### src/dattc_pkg.sv
// Shared types, register offsets and CRC helper for the disk adapter timer/transfer core.
// No dependencies; every other file imports this package.

package dattc_pkg;

	localparam int POSITION_BITS_DEF = 16;

	localparam logic [1:0] MODE_WRITE = 2'd0;
	localparam logic [1:0] MODE_READ  = 2'd1;
	localparam logic [1:0] MODE_TICK  = 2'd2;

	localparam logic [4:0] REG_RELOAD_LO = 5'h00;
	localparam logic [4:0] REG_RELOAD_HI = 5'h01;
	localparam logic [4:0] REG_TIMER_CTL = 5'h02;
	localparam logic [4:0] REG_ENABLE    = 5'h03;
	localparam logic [4:0] REG_WDATA     = 5'h04;
	localparam logic [4:0] REG_CONTROL   = 5'h05;
	localparam logic [4:0] REG_EXT_OUT   = 5'h06;
	localparam logic [4:0] REG_STATUS    = 5'h10;
	localparam logic [4:0] REG_RDATA     = 5'h11;
	localparam logic [4:0] REG_DRIVE     = 5'h12;
	localparam logic [4:0] REG_EXT_IN    = 5'h13;

	localparam logic [1:0] CFG_INSERTED   = 2'd0;
	localparam logic [1:0] CFG_SIDE_LEN   = 2'd1;
	localparam logic [1:0] CFG_HEAD_DELAY = 2'd2;
	localparam logic [1:0] CFG_BYTE_DELAY = 2'd3;

	localparam logic [15:0] SIDE_LEN_RST   = 16'd65500;
	localparam logic [15:0] HEAD_DELAY_RST = 16'd50000;
	localparam logic [7:0]  BYTE_DELAY_RST = 8'd149;

	localparam logic [15:0] CRC_POLY = 16'h8408;
	localparam logic [15:0] CRC_TOP  = 16'h8000;
	localparam logic [7:0]  STATUS_BUS_MASK = 8'h2C;
	localparam logic [7:0]  DRIVE_BUS_MASK  = 8'hF8;

	typedef struct packed {
		logic [1:0] mode;
		logic [4:0] reg_addr;
		logic [7:0] write_value;
		logic [7:0] disk_byte;
		logic [7:0] open_bus;
	} in_t;

	typedef struct packed {
		logic [7:0]  read_data;
		logic        timer_irq;
		logic        disk_irq;
		logic [15:0] head_position;
		logic        disk_write_enable;
		logic [15:0] disk_write_address;
		logic [7:0]  disk_write_data;
		logic        mirroring_horizontal;
	} out_t;

	typedef struct packed {
		logic       tick;
		logic       wr_reload_lo;
		logic       wr_reload_hi;
		logic       wr_timer_ctl;
		logic       wr_regs_off;
		logic       wr_data;
		logic       wr_ctrl;
		logic       wr_ext;
		logic       rd_status;
		logic       rd_data;
		logic       regs_en;
		logic [7:0] wval;
		logic [7:0] dbyte;
	} cmd_t;

	typedef struct packed {
		logic irq_q;
		logic irq_d;
		logic enabled_q;
	} tmr_stat_t;

	typedef struct packed {
		logic [7:0]  read_data;
		logic [7:0]  ext;
		logic        complete;
		logic        scanning;
		logic        irq_d;
		logic [15:0] head_pos;
		logic        we;
		logic [15:0] wa;
		logic [7:0]  wd;
		logic        mirror;
	} xfer_stat_t;

	function automatic logic [15:0] crc_feed(input logic [15:0] acc, input logic [7:0] b);
		logic [15:0] c;
		c = acc;
		for (int i = 0; i < 8; i++) begin
			c = {1'b0, c[15:1]} ^ (c[0] ? CRC_POLY : 16'h0000) ^ (b[i] ? CRC_TOP : 16'h0000);
		end
		return c;
	endfunction

endpackage

### src/dattc_timer.sv
// Reload/repeat interrupt timer: state registers and per-transaction next-state logic.
// Depends on dattc_pkg (cmd_t, tmr_stat_t).

module dattc_timer import dattc_pkg::*; (
	input  logic      clk,
	input  logic      arst_n,
	input  cmd_t      cmd,
	output tmr_stat_t stat
);

	logic [15:0] reload_q, reload_d;
	logic [15:0] count_q, count_d;
	logic        enabled_q, enabled_d;
	logic        repeat_q, repeat_d;
	logic        irq_q, irq_d;

	always_comb begin
		reload_d  = reload_q;
		count_d   = count_q;
		enabled_d = enabled_q;
		repeat_d  = repeat_q;
		irq_d     = irq_q;
		if (cmd.tick && enabled_q) begin
			if (count_q == 16'd0) begin
				irq_d   = 1'b1;
				count_d = reload_q;
				if (!repeat_q) begin
					enabled_d = 1'b0;
				end
			end else begin
				count_d = count_q - 16'd1;
			end
		end
		if (cmd.wr_reload_lo) begin
			reload_d = {reload_q[15:8], cmd.wval};
		end
		if (cmd.wr_reload_hi) begin
			reload_d = {cmd.wval, reload_q[7:0]};
		end
		if (cmd.wr_timer_ctl) begin
			repeat_d  = cmd.wval[0];
			enabled_d = cmd.wval[1] & cmd.regs_en;
			if (cmd.wval[1] & cmd.regs_en) begin
				count_d = reload_q;
			end else begin
				irq_d = 1'b0;
			end
		end
		if (cmd.wr_regs_off) begin
			enabled_d = 1'b0;
			irq_d     = 1'b0;
		end
		if (cmd.rd_status) begin
			irq_d = 1'b0;
		end
	end

	always_ff @(posedge clk or negedge arst_n) begin
		if (!arst_n) begin
			reload_q  <= '0;
			count_q   <= '0;
			enabled_q <= 1'b0;
			repeat_q  <= 1'b0;
			irq_q     <= 1'b0;
		end else begin
			reload_q  <= reload_d;
			count_q   <= count_d;
			enabled_q <= enabled_d;
			repeat_q  <= repeat_d;
			irq_q     <= irq_d;
		end
	end

	assign stat.irq_q     = irq_q;
	assign stat.irq_d     = irq_d;
	assign stat.enabled_q = enabled_q;

endmodule

### src/dattc_xfer.sv
// Disk transfer engine: control/data registers, head position, delays, gap detect and CRC.
// Depends on dattc_pkg (cmd_t, xfer_stat_t, crc_feed).

module dattc_xfer import dattc_pkg::*; #(
	parameter int POSITION_BITS = POSITION_BITS_DEF
) (
	input  logic        clk,
	input  logic        arst_n,
	input  cmd_t        cmd,
	input  logic        disk_inserted,
	input  logic [15:0] side_length,
	input  logic [15:0] head_start_delay,
	input  logic [7:0]  byte_delay,
	output xfer_stat_t  stat
);

	localparam int TF_END_HEAD = 0;
	localparam int TF_SCANNING = 1;
	localparam int TF_GAP_END  = 2;
	localparam int TF_COMPLETE = 3;
	localparam int TF_PREV_CRC = 4;

	logic [7:0]               ctrl_q, ctrl_d;
	logic [7:0]               wdata_q, wdata_d;
	logic [7:0]               rdata_q, rdata_d;
	logic [7:0]               ext_q, ext_d;
	logic [4:0]               flags_q, flags_d;
	logic [15:0]              delay_q, delay_d;
	logic [POSITION_BITS-1:0] pos_q, pos_d;
	logic [15:0]              crc_q, crc_d;
	logic                     irq_q, irq_d;
	logic                     we;
	logic [15:0]              wa;
	logic [7:0]               wd;
	logic [7:0]               data;
	logic                     need_irq;
	logic                     crc_ctl;
	logic                     ready;

	always_comb begin
		ctrl_d   = ctrl_q;
		wdata_d  = wdata_q;
		rdata_d  = rdata_q;
		ext_d    = ext_q;
		flags_d  = flags_q;
		delay_d  = delay_q;
		pos_d    = pos_q;
		crc_d    = crc_q;
		irq_d    = irq_q;
		we       = 1'b0;
		wa       = '0;
		wd       = '0;
		data     = '0;
		need_irq = ctrl_q[7];
		crc_ctl  = ctrl_q[4];
		ready    = ctrl_q[6];

		if (cmd.tick) begin
			if (!disk_inserted || !ctrl_q[0]) begin
				flags_d[TF_END_HEAD] = 1'b1;
				flags_d[TF_SCANNING] = 1'b0;
			end else if (ctrl_q[1] && !flags_q[TF_SCANNING]) begin
				flags_d = flags_q;
			end else if (flags_q[TF_END_HEAD]) begin
				delay_d              = head_start_delay;
				flags_d[TF_END_HEAD] = 1'b0;
				flags_d[TF_GAP_END]  = 1'b0;
				pos_d                = '0;
			end else if (delay_q != 16'd0) begin
				delay_d = delay_q - 16'd1;
			end else begin
				flags_d[TF_SCANNING] = 1'b1;
				if (ctrl_q[2]) begin
					data = cmd.dbyte;
					if (!flags_q[TF_PREV_CRC]) begin
						crc_d = crc_feed(crc_q, data);
					end
					if (!ready) begin
						flags_d[TF_GAP_END] = 1'b0;
						crc_d               = '0;
					end else if ((data != 8'd0) && !flags_q[TF_GAP_END]) begin
						flags_d[TF_GAP_END] = 1'b1;
						need_irq            = 1'b0;
					end
					if (flags_d[TF_GAP_END]) begin
						flags_d[TF_COMPLETE] = 1'b1;
						rdata_d              = data;
						if (need_irq) begin
							irq_d = 1'b1;
						end
					end
				end else begin
					if (!crc_ctl) begin
						flags_d[TF_COMPLETE] = 1'b1;
						data                 = wdata_q;
						if (need_irq) begin
							irq_d = 1'b1;
						end
					end
					if (!ready) begin
						data = '0;
					end
					if (!crc_ctl) begin
						crc_d = crc_feed(crc_q, data);
					end else begin
						if (!flags_q[TF_PREV_CRC]) begin
							crc_d = crc_feed(crc_feed(crc_q, 8'h00), 8'h00);
						end
						data  = crc_d[7:0];
						crc_d = {8'h00, crc_d[15:8]};
					end
					if (pos_q >= POSITION_BITS'(2)) begin
						we = 1'b1;
						wa = 16'(pos_q - POSITION_BITS'(2));
						wd = data;
					end
					flags_d[TF_GAP_END] = 1'b0;
				end
				flags_d[TF_PREV_CRC] = crc_ctl;
				pos_d = pos_q + POSITION_BITS'(1);
				if (pos_d >= POSITION_BITS'(side_length)) begin
					ctrl_d[0] = 1'b0;
				end else begin
					delay_d = {8'h00, byte_delay};
				end
			end
		end

		if (cmd.wr_data) begin
			wdata_d              = cmd.wval;
			flags_d[TF_COMPLETE] = 1'b0;
			irq_d                = 1'b0;
		end
		if (cmd.wr_ctrl) begin
			ctrl_d = cmd.wval;
			irq_d  = 1'b0;
		end
		if (cmd.wr_ext) begin
			ext_d = cmd.wval;
		end
		if (cmd.wr_regs_off) begin
			irq_d = 1'b0;
		end
		if (cmd.rd_status || cmd.rd_data) begin
			flags_d[TF_COMPLETE] = 1'b0;
			irq_d                = 1'b0;
		end
	end

	always_ff @(posedge clk or negedge arst_n) begin
		if (!arst_n) begin
			ctrl_q  <= '0;
			wdata_q <= '0;
			rdata_q <= '0;
			ext_q   <= '0;
			flags_q <= '0;
			delay_q <= '0;
			pos_q   <= '0;
			crc_q   <= '0;
			irq_q   <= 1'b0;
		end else begin
			ctrl_q  <= ctrl_d;
			wdata_q <= wdata_d;
			rdata_q <= rdata_d;
			ext_q   <= ext_d;
			flags_q <= flags_d;
			delay_q <= delay_d;
			pos_q   <= pos_d;
			crc_q   <= crc_d;
			irq_q   <= irq_d;
		end
	end

	assign stat.read_data = rdata_q;
	assign stat.ext       = ext_q;
	assign stat.complete  = flags_q[TF_COMPLETE];
	assign stat.scanning  = flags_q[TF_SCANNING];
	assign stat.irq_d     = irq_d;
	assign stat.head_pos  = pos_d[15:0];
	assign stat.we        = we;
	assign stat.wa        = wa;
	assign stat.wd        = wd;
	assign stat.mirror    = ctrl_d[3];

endmodule

### src/disk_adapter_timer_and_transfer_core.sv
// Disk adapter register block: one transaction (bus write, bus read or CPU tick) per cycle
// while the output keeps up. An accepted transaction sits in an input register, passes
// once through the timer and transfer logic, and its result lands in the output register
// when that register is free or being read; a new transaction is taken every cycle while
// the output side keeps up. The throughput figure is set by that single combinational pass
// of timer, register decode and disk transfer between the two registers. Configuration
// writes are taken in every cycle and apply to the transactions that pass the transfer
// logic after the write.
// Depends on dattc_pkg, dattc_timer and dattc_xfer.

module disk_adapter_timer_and_transfer_core import dattc_pkg::*; #(
	parameter int POSITION_BITS = POSITION_BITS_DEF
) (
	input  logic        clk,
	input  logic        arst_n,
	input  logic        in_valid,
	output logic        in_ready,
	input  in_t         in_data,
	output logic        out_valid,
	input  logic        out_ready,
	output out_t        out_data,
	input  logic        cfg_valid,
	output logic        cfg_ready,
	input  logic [1:0]  cfg_index,
	input  logic [15:0] cfg_data
);

	logic        valid_s1;
	in_t         txn_s1;
	logic        out_valid_q;
	out_t        out_q;
	logic        adv;
	logic        regs_en_q, regs_en_d;
	logic        inserted_q;
	logic [15:0] side_len_q;
	logic [15:0] head_delay_q;
	logic [7:0]  byte_delay_q;
	logic        is_wr, is_rd;
	logic [7:0]  rd_val;
	cmd_t        cmd;
	tmr_stat_t   tmr;
	xfer_stat_t  xs;
	out_t        res;

	assign adv       = valid_s1 && (!out_valid_q || out_ready);
	assign in_ready  = !valid_s1 || adv;
	assign cfg_ready = 1'b1;
	assign out_valid = out_valid_q;
	assign out_data  = out_q;

	assign is_wr = adv && (txn_s1.mode == MODE_WRITE);
	assign is_rd = adv && (txn_s1.mode == MODE_READ);

	always_comb begin
		cmd.tick         = adv && (txn_s1.mode == MODE_TICK);
		cmd.wr_reload_lo = is_wr && (txn_s1.reg_addr == REG_RELOAD_LO);
		cmd.wr_reload_hi = is_wr && (txn_s1.reg_addr == REG_RELOAD_HI);
		cmd.wr_timer_ctl = is_wr && (txn_s1.reg_addr == REG_TIMER_CTL);
		cmd.wr_regs_off  = is_wr && (txn_s1.reg_addr == REG_ENABLE) && !txn_s1.write_value[0];
		cmd.wr_data      = is_wr && regs_en_q && (txn_s1.reg_addr == REG_WDATA);
		cmd.wr_ctrl      = is_wr && regs_en_q && (txn_s1.reg_addr == REG_CONTROL);
		cmd.wr_ext       = is_wr && regs_en_q && (txn_s1.reg_addr == REG_EXT_OUT);
		cmd.rd_status    = is_rd && regs_en_q && (txn_s1.reg_addr == REG_STATUS);
		cmd.rd_data      = is_rd && regs_en_q && (txn_s1.reg_addr == REG_RDATA);
		cmd.regs_en      = regs_en_q;
		cmd.wval         = txn_s1.write_value;
		cmd.dbyte        = txn_s1.disk_byte;
	end

	assign regs_en_d = (is_wr && (txn_s1.reg_addr == REG_ENABLE)) ? txn_s1.write_value[0]
		: regs_en_q;

	always_comb begin
		rd_val = txn_s1.open_bus;
		if (regs_en_q) begin
			case (txn_s1.reg_addr)
				REG_STATUS: rd_val = (txn_s1.open_bus & STATUS_BUS_MASK)
					| {6'd0, xs.complete, tmr.irq_q};
				REG_RDATA:  rd_val = xs.read_data;
				REG_DRIVE: begin
					rd_val = txn_s1.open_bus & DRIVE_BUS_MASK;
					if (!inserted_q) begin
						rd_val = rd_val | 8'h07;
					end else if (!xs.scanning) begin
						rd_val = rd_val | 8'h02;
					end
				end
				REG_EXT_IN: rd_val = xs.ext;
				default:    rd_val = txn_s1.open_bus;
			endcase
		end
	end

	always_comb begin
		res.read_data            = (txn_s1.mode == MODE_READ) ? rd_val : txn_s1.open_bus;
		res.timer_irq            = tmr.irq_d;
		res.disk_irq             = xs.irq_d;
		res.head_position        = xs.head_pos;
		res.disk_write_enable    = xs.we;
		res.disk_write_address   = xs.wa;
		res.disk_write_data      = xs.wd;
		res.mirroring_horizontal = xs.mirror;
	end

	dattc_timer u_timer (
		.clk    (clk),
		.arst_n (arst_n),
		.cmd    (cmd),
		.stat   (tmr)
	);

	dattc_xfer #(
		.POSITION_BITS (POSITION_BITS)
	) u_xfer (
		.clk              (clk),
		.arst_n           (arst_n),
		.cmd              (cmd),
		.disk_inserted    (inserted_q),
		.side_length      (side_len_q),
		.head_start_delay (head_delay_q),
		.byte_delay       (byte_delay_q),
		.stat             (xs)
	);

	always_ff @(posedge clk or negedge arst_n) begin
		if (!arst_n) begin
			valid_s1     <= 1'b0;
			out_valid_q  <= 1'b0;
			regs_en_q    <= 1'b0;
			inserted_q   <= 1'b0;
			side_len_q   <= SIDE_LEN_RST;
			head_delay_q <= HEAD_DELAY_RST;
			byte_delay_q <= BYTE_DELAY_RST;
		end else begin
			if (in_ready) begin
				valid_s1 <= in_valid;
			end
			if (adv) begin
				out_valid_q <= 1'b1;
			end else if (out_ready) begin
				out_valid_q <= 1'b0;
			end
			regs_en_q <= regs_en_d;
			if (cfg_valid) begin
				case (cfg_index)
					CFG_INSERTED:   inserted_q   <= cfg_data[0];
					CFG_SIDE_LEN:   side_len_q   <= cfg_data;
					CFG_HEAD_DELAY: head_delay_q <= cfg_data;
					CFG_BYTE_DELAY: byte_delay_q <= cfg_data[7:0];
					default:        inserted_q   <= inserted_q;
				endcase
			end
		end
	end

	always_ff @(posedge clk) begin
		if (in_valid && in_ready) begin
			txn_s1 <= in_data;
		end
		if (adv) begin
			out_q <= res;
		end
	end

`ifndef NO_ASSERTIONS
	a_write_behind_head: assert property (@(posedge clk) disable iff (!arst_n)
		out_valid && out_data.disk_write_enable
		|-> (out_data.head_position - out_data.disk_write_address) == 16'd3)
		else $error("disk write address not two behind the pre-tick head position");

	a_no_overrun: assert property (@(posedge clk) disable iff (!arst_n)
		valid_s1 && !adv |-> !in_ready)
		else $error("input register overwritten while holding a transaction");

	a_timer_needs_regs: assert property (@(posedge clk) disable iff (!arst_n)
		!regs_en_q |-> !tmr.enabled_q)
		else $error("timer running while disk registers are disabled");
`endif

endmodule
### config.mk
export PLATFORM = sky130hd
export DESIGN_NAME = disk_adapter_timer_and_transfer_core
export DESIGN_NICKNAME = d
export VERILOG_FILES = /design/src/dattc_pkg.sv /design/src/dattc_timer.sv /design/src/dattc_xfer.sv /design/src/disk_adapter_timer_and_transfer_core.sv
export SDC_FILE = /design/constraint.sdc
export NUM_CORES = 1
export LEC_CHECK = 0
export ABC_AREA = 1
export BUFFER_PORTS_ARGS = -buffer_cell sky130_fd_sc_hd__buf_2
export CAP_MARGIN = 20
export CELL_PAD_IN_SITES_DETAIL_PLACEMENT = 0
export CELL_PAD_IN_SITES_GLOBAL_PLACEMENT = 1
export CORE_MARGIN = 1.5
export CORE_UTILIZATION = 40
export CTS_CLUSTER_DIAMETER = 50
export DETAILED_ROUTE_END_ITERATION = 16
export PLACE_DENSITY_LB_ADDON = 0.05
export SLEW_MARGIN = 10
export SYNTH_ARGS = -nofsm -noshare
export SYNTH_HDL_FRONTEND = slang
export SYNTH_HIERARCHICAL = 1
export SYNTH_SLANG_ARGS = --single-unit
export TNS_END_PERCENT = 20
### constraint.sdc
create_clock -name clk -period 4.5 [get_ports clk]
set_input_delay 0.9 -clock clk [delete_from_list [all_inputs] [get_ports clk]]
set_output_delay 0.9 -clock clk [all_outputs]
set_load 0.05 [all_outputs]
### Word level (Yosys, flattened, before mapping)

Index checks and enable logic that the tools add are counted.

* input port bits: 54
* output and inout bits: 55
* word-level logic and storage cells: 337
* flip-flop bits (word level): 248

* add/subtract/negate cells: 4
* $lt $le $gt $ge: 2
* muxes and demuxes: 143
* reductions and logical operators: 60
* bitwise gates (word level): 55
* equal/unequal tests: 32

Operators with widths (number)
* $mux 16: 64
* $xor 15x16->16: 30
* $xor 16x16->16: 16
* $mux 8: 12
* $mux 1: 57
* $pmux 8 s4: 1
* $sub 16x1->16 const B: 2
* $eq 5x5->1 const B: 4
* $logic_and 1x1->1: 20
* $ne 3x3->1 const B: 6
* $add 16x1->16 const B: 1
* $ge 16x16->1: 1
* $ge 16x2->1 const B: 1
* $logic_not 16->1: 1
* $reduce_bool 16->1: 1
* $sub 16x2->16 const B: 1
* $eq 5x3->1 const B: 3
* $reduce_and 7->1: 2
* $mux 4: 3
* $reduce_and 2->1: 6
* $reduce_and 4->1: 3
* $reduce_and 6->1: 2
* $eq 5x2->1 const B: 2
* $ne 2x2->1 const B: 5
* other kinds (22): 52

### Longest topological paths before layout

* word-level depth: 35
* depth in mapped cells: 19
* mapped depth without buffers: 18

### Modules after synthesis

The synthesis kept the hierarchy.

By module, submodules not included
* dattc_xfer: instances 1, sequential area each 2127.0 sq um, area each 6328.6 sq um, cells each 913
* disk_adapter_timer_and_transfer_core: instances 1, sequential area each 3622.2 sq um, area each 4630.7 sq um, cells each 356
* dattc_timer: instances 1, sequential area each 875.8 sq um, area each 1976.9 sq um, cells each 268

### Least setup slack after synthesis

Ideal clock, no wire load.

* path type: input port to flip-flop
* from: in out_ready
* to: reg out_q (netlist bit out_data[34]) (data pin)
* arrival time: 3909 ps
* setup slack: 311 ps
* stages on the path: 13
* data required time: 4220 ps
* path buffers: 2
* setup time: 280 ps
* path through: inv_1 > a21oi_2 > nand2_2 > nor2_1 > inv_1 > nor2_1 > inv_1 > nor2_1 > buf_2 > inv_1 > nor2_2 > buf_2 > o22ai_1

RTL lines
* from (decl): line disk_adapter_timer_and_transfer_core.sv:20 `input logic out_ready,`
* to (signal assigned): line disk_adapter_timer_and_transfer_core.sv:161 `out_q <= res;`
* to (decl): line disk_adapter_timer_and_transfer_core.sv:31 `out_t out_q;`

### Worst setup path after layout

* from: reg u_xfer.pos_q[1]
* to: reg u_xfer.delay_q[7]

* word-level cells in the longest chain between the ends: 4

RTL lines
* from (decl): line dattc_xfer.sv:29 `logic [POSITION_BITS-1:0] pos_q, pos_d;`
* from (signal assigned): line dattc_xfer.sv:168 `pos_q <= pos_d;`
* $add 16x1->16: line dattc_xfer.sv:120 `pos_d = pos_q + POSITION_BITS'(1);`
* $ge 16x16->1: line dattc_xfer.sv:121 `if (pos_d >= POSITION_BITS'(side_length)) begin`
* $ne 3x1->1 (no source line)
* $reduce_and 4->1 (no source line)
* to (signal assigned): line dattc_xfer.sv:167 `delay_q <= delay_d;`
* to (decl): line dattc_xfer.sv:28 `logic [15:0] delay_q, delay_d;`

No other way between the ends.
A chain may end at the register's enable or synchronous reset.

==> flow_summary.ini <==
[final_layout]
largest_reg_flops = 52
syn2layout_area_growth_pct = 16.7
utilization_pct = 47.6
final_cell_mix = 440 x nand2_1, 177 x inv_1, 162 x nor2_1, 141 x dfrtp_1, 114 x o21ai_0
fin_nets = 1724
final_common_cell = nand2_1
layoutNonFillerInstCount = 2078
diodes = 0
drive_gt1_share_pct = 16.5

[critical_path]
worst_ep_arrival_time_ns = 4.22
reg2reg_slack_ns = 0.66
cp-start-kind = register
crit_fanout = 24
cp_data_required_time_ns = 4.87
reg2reg_from = u_xfer/pos_q[1]
criticalPathCategory = reg -> reg
r2r_cells = 17
endpoint_kind = register
timing.rr.end = u_xfer/delay_q[7]

[clock_network]
root_buffer = clkbuf_16
clkLatencyLatePin_ns = 0.54
cts.sinks = 247
ctsHtreeMaxLevel = 2
postCtsHoldBufs = 0
ctsResizeCount = 0
tritoncts = built
clk_path_buf_depth = 3
postCtsSetupRepairBufs = 0
path_clk_slew_ns = 0.06
numCtsBuffers = 38

[flow_run]
max_cap_viol_count = 0

[pwr]
swShare_pct = 26.2
seqPwrFrac_pct = 43.5
switching_power_mw = 1.56
pwr-share-comb_pct = 8.1
power_density_nw_per_um2 = 394
clkPwrFrac_pct = 48.3
ir_drop_mv = 0.280
p_leak_nw = 7.25
intPower_mw = 4.39

[timing]
finalSetupViolations = 0
slew-limit-headroom_pct = 25.5
drv_slew = 0
worst_pin_slew_ns = 1.11
timing.final.crit_share_pct = 85.4
clock_skew_ns = 0.0266
tns_ns = 0
timing.fmax_ghz = 0.260
min_period_ns = 3.84
hold_ws_ns = 0.432
rsz0062_at_grt = no
hold_viol = 0

[route]
drtAntennaViolNets = 0
wirelength_mm = 35.7
dr.pass1.iters = 5
vias = 10200
drt_iter0_drc = 525
wl_per_cell_um = 17.2
drc = 0
vias_per_cell = 4.93

[global_routing]
grt_util_all_layers_pct = 22.1
antenna_found_initial = 0
grt_max_degree = 95
grt_pass1_vias = 10200
grt_first_pass_wirelength_mm = 57.3
grt_overflow = 0

[die]
die_y_um = 183
row_count = 65
core_area_um2 = 31700
die_area_um2 = 33400
ioPinCount = 109
initial_core_util_pct = 40.8
die_x_um = 183

[yosys]
syn_nets = 1614
avgSynthCellArea_um2 = 8.42
yosysWarnings = 6
netlist_instances = 1536
netlist_area_um2 = 12900

[placement]
place.gp.congestion = 0.847
post-place-cells = 2006
port_buffers = 107
dpl.hpwl_mm = 25.6

[min_path]
min_path_type = in -> async

[run_status]
status = complete, no violations
-- final cells by class --
| class | count | area, µm² |
|---|---|---|
| fill | 3133 | 16600 |
| sequential | 247 | 6630 |
| clock inverter | 21 | 191 |
| clock buffer | 49 | 1060 |
| multi-input combinational | 1058 | 5360 |
| timing repair buffer | 119 | 659 |
| inverter | 182 | 686 |
| tap | 402 | 503 |
-- power by group through the flow --
stage	combinational [mW]	clock, mW	sequential (mW)
finish	0.484	2.88	2.59
global route	0.543	3.05	2.60
CTS	0.492	2.95	2.59
detailed placement	0.489	0	2.63
global placement	0.486	0	2.63
floorplan	0.214	0	2.71
-- per-layer routing --
layer	up-vias	share of wire, %	GRT usage (%)
met3	46	4.2	3.32
met1	4784	48	31.2
met2	213	46	35.7
met4	0	1.7	5.38
li1	5195	-	-
met5	-	0	0
-- through the flow --
step	area (µm²)	total power [mW]	setup slack, ns
finish	15100	5.95	0.657
global route	15100	6.20	0.242
CTS	15100	6.04	0.660
detailed placement	13800	3.12	0.728
global placement	13800	3.12	0.785
floorplan	12900	2.93	0.311
-- worst max-delay path, cell delays in order, from the launching register on --
cell and delay [ns]:
dfrtp_1 0.44, ha_1 0.17, nand2_1 0.09, nor3_2 0.23, nand3_1 0.20, inv_1 0.09
nand3_1 0.08, nor2_1 0.15, xor2_1 0.21, inv_1 0.07, ha_1 0.29, nand2_1 0.07
nor4_1 0.33, nand2_1 0.10, nand3_1 0.18, nand2_2 0.16, nand2_1 0.64, o21ai_0 0.19
-- worst max-delay path by stage --
| stage | start | endpoint | slack [ns] | cells past startpoint |
|---|---|---|---|---|
| CTS | u_xfer/pos_q[1] | u_xfer/delay_q[7] | 0.66 | 17 |
| global route | u_xfer/pos_q[1] | u_xfer/delay_q[9] | 0.24 | 18 |
| floorplan | out_ready | out_data[34] | 0.31 | 13 |
| global placement | out_ready | u_xfer/crc_q[6] | 0.78 | 15 |
| detailed placement | out_ready | u_xfer/crc_q[4] | 0.73 | 15 |
| finish | u_xfer/pos_q[1] | u_xfer/delay_q[7] | 0.66 | 17 |
Power figures use the tool's default switching activity.
